`config.mk`:
```
export PLATFORM = sky130hd
export DESIGN_NAME = scancode_set1_key_event_translator_top_flat
export DESIGN_NICKNAME = d
export VERILOG_FILES = /design/src/sv/sc1kt_pkg.sv /design/src/sv/sc1kt_scan_if.sv /design/src/sv/sc1kt_key_if.sv /design/src/sv/scancode_set1_key_event_translator_top.sv /design/src/flat_wrapper.sv
export SDC_FILE = /design/constraint.sdc
export NUM_CORES = 1
export LEC_CHECK = 0
export ABC_AREA = 1
export BUFFER_PORTS_ARGS = -buffer_cell sky130_fd_sc_hd__buf_2
export CAP_MARGIN = 20
export CORE_MARGIN = 2
export CORE_UTILIZATION = 62
export DETAILED_ROUTE_END_ITERATION = 7
export PLACE_DENSITY = 0.81
export REMOVE_ABC_BUFFERS = 1
export SYNTH_ARGS = -nofsm -noshare
export SYNTH_HDL_FRONTEND = slang
export SYNTH_SLANG_ARGS = --single-unit
```
`constraint.sdc`:
```
create_clock -name clk -period 5.91 [get_ports clk]
set_clock_uncertainty 0.1 [all_clocks]
set_input_delay 0.8865 -clock clk [delete_from_list [all_inputs] [get_ports clk]]
set_output_delay 0.8865 -clock clk [all_outputs]
set_load 0.02 [all_outputs]
```
`src/sv/sc1kt_pkg.sv`:
```
// ----------------------------------------------------------------------------
// sc1kt_pkg
// Types, constants and lookup functions for the scan code set 1 translator.
// ----------------------------------------------------------------------------
`default_nettype none

package sc1kt_pkg;

    localparam int SCAN_W    = 8;
    localparam int CODE_W    = 7;
    localparam int CHAR_W    = 8;
    localparam int KEY_COUNT = 1 << CODE_W;
    localparam int TBL_LEN   = 64;

    typedef logic [SCAN_W-1:0] scan_t;
    typedef logic [CODE_W-1:0] code_t;
    typedef logic [CHAR_W-1:0] char_t;

    localparam scan_t PREFIX_BYTE = 8'hE0;
    localparam code_t CODE_LSHIFT = 7'h2A;
    localparam code_t CODE_RSHIFT = 7'h36;
    localparam code_t CODE_CTRL   = 7'h1D;
    localparam code_t CODE_ALT    = 7'h38;

    localparam code_t CODE_UP     = 7'h48;
    localparam code_t CODE_DOWN   = 7'h50;
    localparam code_t CODE_LEFT   = 7'h4B;
    localparam code_t CODE_RIGHT  = 7'h4D;
    localparam code_t CODE_HOME   = 7'h47;
    localparam code_t CODE_END    = 7'h4F;
    localparam code_t CODE_PGUP   = 7'h49;
    localparam code_t CODE_PGDN   = 7'h51;
    localparam code_t CODE_INS    = 7'h52;
    localparam code_t CODE_DEL    = 7'h53;

    localparam char_t PLAIN_TAB [TBL_LEN] = '{
        8'h00, 8'h1B, 8'h31, 8'h32, 8'h33, 8'h34, 8'h35, 8'h36,
        8'h37, 8'h38, 8'h39, 8'h30, 8'h2D, 8'h3D, 8'h08, 8'h09,
        8'h71, 8'h77, 8'h65, 8'h72, 8'h74, 8'h79, 8'h75, 8'h69,
        8'h6F, 8'h70, 8'h5B, 8'h5D, 8'h0A, 8'h00, 8'h61, 8'h73,
        8'h64, 8'h66, 8'h67, 8'h68, 8'h6A, 8'h6B, 8'h6C, 8'h3B,
        8'h27, 8'h60, 8'h00, 8'h5C, 8'h7A, 8'h78, 8'h63, 8'h76,
        8'h62, 8'h6E, 8'h6D, 8'h2C, 8'h2E, 8'h2F, 8'h00, 8'h2A,
        8'h00, 8'h20, 8'h00, 8'h00, 8'h00, 8'h00, 8'h00, 8'h00
    };

    localparam char_t SHIFT_TAB [TBL_LEN] = '{
        8'h00, 8'h1B, 8'h21, 8'h40, 8'h23, 8'h24, 8'h25, 8'h5E,
        8'h26, 8'h2A, 8'h28, 8'h29, 8'h5F, 8'h2B, 8'h08, 8'h09,
        8'h51, 8'h57, 8'h45, 8'h52, 8'h54, 8'h59, 8'h55, 8'h49,
        8'h4F, 8'h50, 8'h7B, 8'h7D, 8'h0A, 8'h00, 8'h41, 8'h53,
        8'h44, 8'h46, 8'h47, 8'h48, 8'h4A, 8'h4B, 8'h4C, 8'h3A,
        8'h22, 8'h7E, 8'h00, 8'h7C, 8'h5A, 8'h58, 8'h43, 8'h56,
        8'h42, 8'h4E, 8'h4D, 8'h3C, 8'h3E, 8'h3F, 8'h00, 8'h2A,
        8'h00, 8'h20, 8'h00, 8'h00, 8'h00, 8'h00, 8'h00, 8'h00
    };

    function automatic char_t ext_char(input code_t code);
        char_t c;
        unique case (code)
            CODE_UP:    c = 8'd128;
            CODE_DOWN:  c = 8'd129;
            CODE_LEFT:  c = 8'd130;
            CODE_RIGHT: c = 8'd131;
            CODE_HOME:  c = 8'd132;
            CODE_END:   c = 8'd133;
            CODE_PGUP:  c = 8'd134;
            CODE_PGDN:  c = 8'd135;
            CODE_INS:   c = 8'd136;
            CODE_DEL:   c = 8'd137;
            default:    c = '0;
        endcase
        return c;
    endfunction

    function automatic char_t plain_char(input code_t code, input logic shift,
                                         input logic ctrl);
        char_t c;
        c = '0;
        if (code[CODE_W-1] == 1'b0)
            c = shift ? SHIFT_TAB[code[CODE_W-2:0]] : PLAIN_TAB[code[CODE_W-2:0]];
        if (ctrl && c >= 8'h61 && c <= 8'h7A)
            c = c - 8'h60;
        if (ctrl && c >= 8'h41 && c <= 8'h5A)
            c = c - 8'h40;
        return c;
    endfunction

endpackage

`default_nettype wire

```
`src/sv/sc1kt_scan_if.sv`:
```
// ----------------------------------------------------------------------------
// sc1kt_scan_if
// Request channel carrying one raw scan code byte.
// ----------------------------------------------------------------------------
`default_nettype none

interface sc1kt_scan_if;
    import sc1kt_pkg::*;

    logic  valid;
    logic  ready;
    scan_t scan_byte;

    modport source (output valid, output scan_byte, input ready);
    modport sink   (input valid, input scan_byte, output ready);
endinterface

`default_nettype wire

```
`src/sv/sc1kt_key_if.sv`:
```
// ----------------------------------------------------------------------------
// sc1kt_key_if
// Request channel carrying one translated key event.
// ----------------------------------------------------------------------------
`default_nettype none

interface sc1kt_key_if;
    import sc1kt_pkg::*;

    logic  valid;
    logic  ready;
    code_t key_scan;
    logic  pressed;
    char_t key_char;
    logic  mod_shift;
    logic  mod_ctrl;
    logic  mod_alt;

    modport source (output valid, output key_scan, output pressed, output key_char,
                    output mod_shift, output mod_ctrl, output mod_alt, input ready);
    modport sink   (input valid, input key_scan, input pressed, input key_char,
                    input mod_shift, input mod_ctrl, input mod_alt, output ready);
endinterface

`default_nettype wire

```
`src/sv/scancode_set1_key_event_translator_top.sv`:
```
// ----------------------------------------------------------------------------
// scancode_set1_key_event_translator_top
// Scan code set 1 byte stream to key events with modifier tracking.
// ----------------------------------------------------------------------------
// One scan byte is taken per cycle after the reset sweep, unless back-pressure
// on key_ch stalls the lookup stage. Each byte yields at most one registered
// key event. The key-down map sits in a 128 x 1 synchronous RAM: the byte's
// code is looked up at acceptance and the bit is written back when the byte
// leaves the lookup stage, with the last write forwarded to a back-to-back
// lookup of the same key. After reset the RAM is swept to zero, during which
// scan_ch.ready stays low. A prefix byte or a repeated make gives no event.
`default_nettype none

module scancode_set1_key_event_translator_top (
    input  wire logic  clk,
    input  wire logic  rst_n,
    sc1kt_scan_if.sink scan_ch,
    sc1kt_key_if.source key_ch
);
    import sc1kt_pkg::*;

    logic keymap_mem [KEY_COUNT];

    logic  clearing_reg;
    code_t clr_cnt_reg;

    logic  s1_valid_reg;
    scan_t s1_byte_reg;
    logic  rd_data_reg;

    logic  fwd_valid_reg;
    code_t fwd_addr_reg;
    logic  fwd_data_reg;

    logic  lshift_reg, lshift_next;
    logic  rshift_reg, rshift_next;
    logic  ctrl_reg, ctrl_next;
    logic  alt_reg, alt_next;
    logic  prefix_reg, prefix_next;

    logic  out_valid_reg;
    code_t out_scan_reg;
    logic  out_pressed_reg;
    char_t out_char_reg;
    logic  out_shift_reg;
    logic  out_ctrl_reg;
    logic  out_alt_reg;

    logic  in_fire;
    logic  s1_adv;
    code_t s1_code;
    logic  s1_make;
    logic  s1_prefix;
    logic  held;
    logic  emit;
    logic  wr_en;
    code_t wr_addr;
    logic  wr_data;
    logic  shift_now;
    char_t kc;

    assign s1_adv   = s1_valid_reg && (!out_valid_reg || key_ch.ready);
    assign scan_ch.ready = !clearing_reg && (!s1_valid_reg || s1_adv);
    assign in_fire  = scan_ch.valid && scan_ch.ready;

    assign s1_code   = s1_byte_reg[CODE_W-1:0];
    assign s1_make   = !s1_byte_reg[SCAN_W-1];
    assign s1_prefix = (s1_byte_reg == PREFIX_BYTE);
    assign held      = (fwd_valid_reg && fwd_addr_reg == s1_code) ? fwd_data_reg
                                                                  : rd_data_reg;
    assign emit      = s1_adv && !s1_prefix && !(s1_make && held);

    always_comb
    begin
        lshift_next = lshift_reg;
        rshift_next = rshift_reg;
        ctrl_next   = ctrl_reg;
        alt_next    = alt_reg;
        prefix_next = prefix_reg;
        if (s1_adv)
        begin
            if (s1_prefix)
                prefix_next = 1'b1;
            else
            begin
                prefix_next = 1'b0;
                if (emit)
                begin
                    if (s1_code == CODE_LSHIFT) lshift_next = s1_make;
                    if (s1_code == CODE_RSHIFT) rshift_next = s1_make;
                    if (s1_code == CODE_CTRL)   ctrl_next   = s1_make;
                    if (s1_code == CODE_ALT)    alt_next    = s1_make;
                end
            end
        end
        shift_now = lshift_next | rshift_next;
        kc = prefix_reg ? ext_char(s1_code) : plain_char(s1_code, shift_now, ctrl_next);
    end

    // RAM write port: clear sweep or key map update
    always_comb
    begin
        if (clearing_reg)
        begin
            wr_en   = 1'b1;
            wr_addr = clr_cnt_reg;
            wr_data = 1'b0;
        end
        else
        begin
            wr_en   = emit;
            wr_addr = s1_code;
            wr_data = s1_make;
        end
    end

    always_ff @(posedge clk)
    begin
        if (wr_en)
            keymap_mem[wr_addr] <= wr_data;
        if (in_fire)
            rd_data_reg <= keymap_mem[scan_ch.scan_byte[CODE_W-1:0]];
    end

    always_ff @(posedge clk or negedge rst_n)
    begin
        if (!rst_n)
        begin
            clearing_reg  <= 1'b1;
            clr_cnt_reg   <= '0;
            s1_valid_reg  <= 1'b0;
            fwd_valid_reg <= 1'b0;
            lshift_reg    <= 1'b0;
            rshift_reg    <= 1'b0;
            ctrl_reg      <= 1'b0;
            alt_reg       <= 1'b0;
            prefix_reg    <= 1'b0;
            out_valid_reg <= 1'b0;
        end
        else
        begin
            if (clearing_reg)
            begin
                clr_cnt_reg <= clr_cnt_reg + 1'b1;
                if (clr_cnt_reg == code_t'(KEY_COUNT - 1))
                    clearing_reg <= 1'b0;
            end
            if (in_fire)
                s1_valid_reg <= 1'b1;
            else if (s1_adv)
                s1_valid_reg <= 1'b0;
            if (!clearing_reg && emit)
                fwd_valid_reg <= 1'b1;
            lshift_reg <= lshift_next;
            rshift_reg <= rshift_next;
            ctrl_reg   <= ctrl_next;
            alt_reg    <= alt_next;
            prefix_reg <= prefix_next;
            if (emit)
                out_valid_reg <= 1'b1;
            else if (key_ch.ready)
                out_valid_reg <= 1'b0;
        end
    end

    always_ff @(posedge clk)
    begin
        if (in_fire)
            s1_byte_reg <= scan_ch.scan_byte;
        if (emit)
        begin
            fwd_addr_reg    <= s1_code;
            fwd_data_reg    <= s1_make;
            out_scan_reg    <= s1_code;
            out_pressed_reg <= s1_make;
            out_char_reg    <= kc;
            out_shift_reg   <= shift_now;
            out_ctrl_reg    <= ctrl_next;
            out_alt_reg     <= alt_next;
        end
    end

    assign key_ch.valid     = out_valid_reg;
    assign key_ch.key_scan  = out_scan_reg;
    assign key_ch.pressed   = out_pressed_reg;
    assign key_ch.key_char  = out_char_reg;
    assign key_ch.mod_shift = out_shift_reg;
    assign key_ch.mod_ctrl  = out_ctrl_reg;
    assign key_ch.mod_alt   = out_alt_reg;

endmodule

`default_nettype wire

```
`src/flat_wrapper.sv`:
```
// flat-port wrapper written by rule: the top's interface ports become plain ports
module scancode_set1_key_event_translator_top_flat import sc1kt_pkg::*;
  (clk, rst_n, scan_ch_valid, scan_ch_scan_byte, scan_ch_ready, key_ch_valid, key_ch_key_scan, key_ch_pressed, key_ch_key_char, key_ch_mod_shift, key_ch_mod_ctrl, key_ch_mod_alt, key_ch_ready);
  sc1kt_scan_if scan_ch_i ();
  sc1kt_key_if key_ch_i ();
  input  wire logic clk;
  input  wire logic rst_n;
  input wire logic [$bits(scan_ch_i.valid)-1:0] scan_ch_valid;
  input wire logic [$bits(scan_ch_i.scan_byte)-1:0] scan_ch_scan_byte;
  output wire logic [$bits(scan_ch_i.ready)-1:0] scan_ch_ready;
  output wire logic [$bits(key_ch_i.valid)-1:0] key_ch_valid;
  output wire logic [$bits(key_ch_i.key_scan)-1:0] key_ch_key_scan;
  output wire logic [$bits(key_ch_i.pressed)-1:0] key_ch_pressed;
  output wire logic [$bits(key_ch_i.key_char)-1:0] key_ch_key_char;
  output wire logic [$bits(key_ch_i.mod_shift)-1:0] key_ch_mod_shift;
  output wire logic [$bits(key_ch_i.mod_ctrl)-1:0] key_ch_mod_ctrl;
  output wire logic [$bits(key_ch_i.mod_alt)-1:0] key_ch_mod_alt;
  input wire logic [$bits(key_ch_i.ready)-1:0] key_ch_ready;
  assign scan_ch_i.valid = scan_ch_valid;
  assign scan_ch_i.scan_byte = scan_ch_scan_byte;
  assign scan_ch_ready = scan_ch_i.ready;
  assign key_ch_valid = key_ch_i.valid;
  assign key_ch_key_scan = key_ch_i.key_scan;
  assign key_ch_pressed = key_ch_i.pressed;
  assign key_ch_key_char = key_ch_i.key_char;
  assign key_ch_mod_shift = key_ch_i.mod_shift;
  assign key_ch_mod_ctrl = key_ch_i.mod_ctrl;
  assign key_ch_mod_alt = key_ch_i.mod_alt;
  assign key_ch_i.ready = key_ch_ready;
  scancode_set1_key_event_translator_top u_core (.clk(clk), .rst_n(rst_n), .scan_ch(scan_ch_i), .key_ch(key_ch_i));
endmodule
```
==> results of run 1 <==
## per-layer routing
layer | wire [µm] | GRT usage, %
met5 | 0 | 0
met4 | 844 | 14.1
met3 | 2310 | 6.29
met2 | 11300 | 51.0
met1 | 9300 | 41.0
## path summary, 6_finish.rpt
path                                                  endpoint  depth (start not counted)
setup / recovery           u_core.key_ch.key_char[7]$_DFFE_PN_                         29
hold / removal               u_core.clr_cnt_reg[6]$_DFFE_PN0P_                          1
setup reg to reg           u_core.key_ch.key_char[7]$_DFFE_PN_                         29
hold reg to reg                  u_core.clearing_reg$_DFF_PN1_                          1
max in group asynchronous        u_core.clearing_reg$_DFF_PN1_                          1
min in group clk                 u_core.clearing_reg$_DFF_PN1_                          1
## layout make-up
class / instances / area [µm²] / area share, %
multi-input combinational: 725 / 3490 / 35.0
sequential: 172 / 5090 / 51.0
timing repair buffer: 35 / 183 / 1.83
tap: 184 / 230 / 2.31
clock buffer: 17 / 425 / 4.27
inverter: 87 / 332 / 3.33
clock inverter: 15 / 228 / 2.28
## worst max-delay path: cells and delay by family, from the launching register on
kind            cells  cell delay [ps]
fa+ha+maj           2              480
simple gates       21             1730
buf+inv             5              710
compound gates      1               90
flops               1              910
## stage by stage
step / worst slack, ps / instances / hold slack, ps
floorplan: 1550 / 984 / 333
global placement: 1860 / 1203 / 353
detailed placement: 1750 / 1203 / 360
CTS: 1730 / 1235 / 268
global route: 1320 / 1235 / 274
finish: 1660 / 1235 / 267
## kinds of logic after synthesis
logic type      count (synthesis)  synth area share [%]
compound gates                197                  12.6
xor+xnor                        5                 0.482
fa+ha+maj                      13                  1.79
buf+inv                       133                  5.73
flops                         172                  56.0
simple gates                  510                  23.4
## report_power, final
part           internal (µW)  switching, µW  total (µW)  leakage, µW
clock network            723            510        1230     0.000313
registers               1370           35.6        1410      0.00163
logic                    128            336         464      0.00183
total                   2220            882        3110      0.00377
## cell usage after synthesis, drive strengths merged
cell and number:
nor2 276, nand2 183, edfxtp 156, o21ai 112, inv 85, clkbuf 38
nand3 36, o22ai 36, a21oi 18, dfrtp 15, ha 13, o221ai 9
buf 8, nor3 7, nand4 6, xor2 4, a31oi 3, o2111ai 3
a221oi 2, clkinv 2, o211ai 2, o21a 2, o21bai 2, o31ai 2
a211oi 1, a21boi 1, a311oi 1, a32oi 1, a41oi 1, dfstp 1
nor4 1, o41ai 1, or2 1, xnor2 1
==> flow_summary.yaml, run 1 <==
yosys:
  yosysTopAreaCellShare_pct: 51.6
  seq_area_frac_synth_pct: 56.0
  synth_cell_types: 46
  synth_area_um2: 9080
  avgSynthCellArea_um2: 8.82
  yosys-top-cells-area: "edfxtp_1 (52%), nor2_1 (11%), nand2_1 (7.1%), o21ai_0 (6.1%), dfrtp_1 (4.1%)"
  yosys.area.top_type: "edfxtp_1"
  yosys_register_bits: 172
  syn_inst: 1030
  yosysWarnings: 0
timing:
  final_max_slew_viol_count: 0
  worstMarginPinSlew_ps: 1090
  rsz0062_at_grt: "no"
  relSlewSlack_pct: 27.3
  fin_crit_sh_pct: 72.0
  post-route-min-period_ps: 4250
  finalHoldViolations: 0
  setup-tns-final_ps: 0
  max_clock_freq_mhz: 235
  setup_viol: 0
floorplanning:
  dieArea_um2: 15600
  num_rows: 44
  io_pins: 33
  initial_utilization_pct: 63.0
  die_x_um: 125
  coreArea_um2: 14400
  die_h_um: 125
critical_path:
  crit_path_start: "u_core.s1_byte_reg[2]$_DFFE_PP_"
  worstSetupStartpointType: "flip-flop"
  path_class: "flip-flop to flip-flop"
  timing.rr.start: "u_core.s1_byte_reg[2]$_DFFE_PP_"
  worst_path_max_delay_cell: "edfxtp_1"
  r2r_slack_ps: 1660
  crit_path_max_fanout: 24
  arrival_ps: 4340
  worst_ep_required_time_ps: 5990
  crit_path_frequent_cell: "nand2_1"
  critPathCaptureType: "flip-flop"
  max_stage_delay_ps: 910
layout:
  layout_common_cells: "nor2_1 (268), nand2_1 (171), edfxtp_1 (156), o21ai_0 (111), inv_1 (74)"
  syn_to_final_growth_pct: 9.74
  nets: 1063
  fillers: 1104
  fin_area_um2: 9970
  final_layout_size_suffix_gt1_share_pct: 10.3
  antenna_cells: 0
  final_common_cell: "nor2_1"
  largest_reg_flops: 128
  final_util_pct: 69.1
route:
  wirelength_mm: 23.8
  antenna_left: 0
  drc: 0
  drtPass1Iterations: 6
  dr.first_iter.drc_count: 829
  vias: 7625
  wire_per_inst_um: 19.2
  via_per_inst: 6.17
cts:
  cts_root_buf: "clkbuf_16"
  cts_setup_buffers: 0
  cts_hold_buffers: 0
  h-tree-depth: 4
  ctsResizeCount: 0
  cts_sinks: 172
  clock_latency_ps: 430
  clk_pin_slew_ps: 70
  cts_buffers: 17
  tritoncts: "built"
  cts_buffer_depth: 2
power:
  leakage_uw: 0.00377
  power_uw: 3110
  cellPowerDensity_nw_per_um2: 312
  worst_ir_drop_vdd_mv: 0.233
min_path:
  hp-class: "input pin to asynchronous set/reset pin"
job:
  max_cap_violations: 0
global_routing:
  grt_first_pass_wirelength_mm: 38.1
  grt_overflow: 0
  antenna_found_initial: 0
  grt_util_all_layers_pct: 31.3
  grt_pass1_vias: 7324
  grt_max_degree: 129
placed_design:
  gp_congestion: 1.00
  io_buffers: 32
  placed_area_um2: 9320
  detailed_place_hpwl_mm: 15.3
run_status:
  status: "finished, final reports clean"
No activity file was read; power rests on OpenSTA's default activity.
==> run 2, diff against run 1 <==
--- a/config.mk
+++ b/config.mk
@@ -9,9 +9,9 @@
 export BUFFER_PORTS_ARGS = -buffer_cell sky130_fd_sc_hd__buf_2
 export CAP_MARGIN = 20
 export CORE_MARGIN = 2
-export CORE_UTILIZATION = 62
+export CORE_UTILIZATION = 56
 export DETAILED_ROUTE_END_ITERATION = 7
-export PLACE_DENSITY = 0.81
+export PLACE_DENSITY = 0.77
 export REMOVE_ABC_BUFFERS = 1
 export SYNTH_ARGS = -nofsm -noshare
 export SYNTH_HDL_FRONTEND = slang
==> constraint.sdc (replaced) <==
create_clock -name clk -period 3.9 [get_ports clk]
set_clock_uncertainty 0.1 [all_clocks]
set_input_delay 0.585 -clock clk [delete_from_list [all_inputs] [get_ports clk]]
set_output_delay 0.585 -clock clk [all_outputs]
set_load 0.02 [all_outputs]
==> run 2 against run 1 <==
- register-to-register slack got worse by 1400 ps
- sequential power is 50% higher
- setup slack worse by 1400 ps
- clock power rose by 41%
- fmax rose by 18%
- via count rose by 0.31%
- largest power group unchanged
- highest routed layer unchanged
==> flow_summary.yaml, run 2 (synthesized netlist as in run 1, its figures left out) <==
placed_design:
  dp_cells: 1257
  place_ws_ps: 280
  gp_congestion: 1.01
  detailed_place_hpwl_mm: 16.0
  io_buffers: 32
  placed_area_um2: 9530
timing:
  setup-tns-final_ps: 0
  timing.final.ws_setup_ps: 295
  final_max_slew_viol_count: 0
  worstMarginPinSlew_ps: 919
  max_clock_freq_mhz: 277
  relSlewSlack_pct: 38.6
  holdWs_ps: 234
  post-route-min-period_ps: 3610
  setup_viol: 0
  finalHoldViolations: 0
  fin_crit_sh_pct: 92.4
  rsz0062_at_grt: "no"
layout:
  layout_common_cells: "nor2_1 (268), nand2_1 (171), edfxtp_1 (156), o21ai_0 (109), inv_1 (74)"
  antenna_cells: 0
  fin_area_um2: 10200
  fin_cells: 1293
  syn_to_final_growth_pct: 11.9
  nets: 1089
  final_layout_size_suffix_gt1_share_pct: 12.3
  largest_reg_flops: 128
  final_common_cell: "nor2_1"
cts:
  cts_buffer_depth: 2
  tritoncts: "built"
  clock_latency_ps: 430
  clk_pin_slew_ps: 70
  h-tree-depth: 4
  cts_sinks: 172
  cts_root_buf: "clkbuf_16"
  cts_buffers: 17
run_status:
  status: "finished, final reports clean"
critical_path:
  worstSetupStartpointType: "flip-flop"
  path_class: "flip-flop to flip-flop"
  arrival_ps: 3680
  crit_path_max_fanout: 11
  worst_ep_required_time_ps: 3980
  critPathCaptureType: "flip-flop"
power:
  leakage_uw: 0.00388
  cellPowerDensity_nw_per_um2: 452
  worst_ir_drop_vdd_mv: 0.350
global_routing:
  grt_max_degree: 56
  grt_pass1_vias: 7451
  grt_util_all_layers_pct: 28.7
  grt_overflow: 0
  antenna_found_initial: 0
  grt_first_pass_wirelength_mm: 38.2
floorplanning:
  initial_utilization_pct: 57.2
  die_h_um: 131
  die_x_um: 131
  dieArea_um2: 17300
  num_rows: 46
  io_pins: 33
  coreArea_um2: 15900
route:
  dr.first_iter.drc_count: 940
  wire_per_inst_um: 18.8
  antenna_left: 0
  vias: 7649
  drtPass1Iterations: 5
  wirelength_mm: 24.4
  via_per_inst: 5.92
  drc: 0
min_path:
  hp-class: "input pin to flip-flop"
job:
  max_cap_violations: 0
run 2: per-layer routing:
| layer | part of all wire, % | routed length [µm] | GRT usage (%) | vias up |
|---|---|---|---|---|
| li1 | - | - | - | 3559 |
| met1 | 40 | 9630 | 36.1 | 3575 |
| met2 | 47 | 11500 | 47.1 | 422 |
| met3 | 8.6 | 2100 | 6.33 | 93 |
| met4 | 4.6 | 1120 | 14.4 | 0 |
| met5 | 0 | 0 | 0 | - |
run 2: final timing paths:
path                       slack (ps)                                  end  cells past startpoint                               from
setup / recovery                  290  u_core.key_ch.key_char[7]$_DFFE_PN_                     24    u_core.s1_byte_reg[5]$_DFFE_PP_
hold / removal                    230      u_core.s1_byte_reg[7]$_DFFE_PP_                      1               scan_ch_scan_byte[7]
setup reg to reg                  290  u_core.key_ch.key_char[7]$_DFFE_PN_                     24    u_core.s1_byte_reg[5]$_DFFE_PP_
hold reg to reg                   400        u_core.clearing_reg$_DFF_PN1_                      1  u_core.clr_cnt_reg[6]$_DFFE_PN0P_
max in group asynchronous        2870        u_core.clearing_reg$_DFF_PN1_                      2                              rst_n
min in group asynchronous         510        u_core.prefix_reg$_DFFE_PN0N_                      2                              rst_n
run 2: critical path, stage by stage (launching register included):
cell and delay (ps):
edfxtp_1 590, nand2_1 230, inv_1 100, a41oi_2 320, nand3_1 200, nand2_4 150
inv_4 50, nand2_8 90, o21ai_0 80, nand3_1 130, inv_1 70, ha_1 280
inv_1 50, nand4_1 70, nand2_1 90, inv_1 80, ha_1 200, nand2_1 60
nor2_1 40, nand2_1 100, nor2_4 50, nand3_1 60, nand2_1 50, nand2_1 50
nand2_1 50
run 2: area by class of cell:
| cell class | instances | area (µm²) |
|---|---|---|
| clock inverters | 13 | 154 |
| clock buffers | 19 | 443 |
| flip-flops and latches | 172 | 5090 |
| inverters | 87 | 334 |
| multi-input cells | 725 | 3490 |
| well taps | 216 | 270 |
| repair buffers | 61 | 393 |
| fillers | 1314 | 5720 |
run 2: repair_timing:
action	CTS	global route
resized for setup	0	3
hold buffers	1	0
buffers inserted	0	3
setup endpoints to repair	0	2
hold endpoints to repair	15	0
run 2: report_power, final:
group	leakage [µW]	internal [µW]	switching [µW]
clock	0.000290	978	749
sequential	0.00163	2080	41.7
combinational	0.00196	219	531
run 2: per-stage QoR:
step	util (%)	total power, µW
finish	64.0	4600
detailed placement	60.0	2890
global route	64.0	4750
CTS	63.8	4580
floorplan	-	2650
global placement	60.0	2880
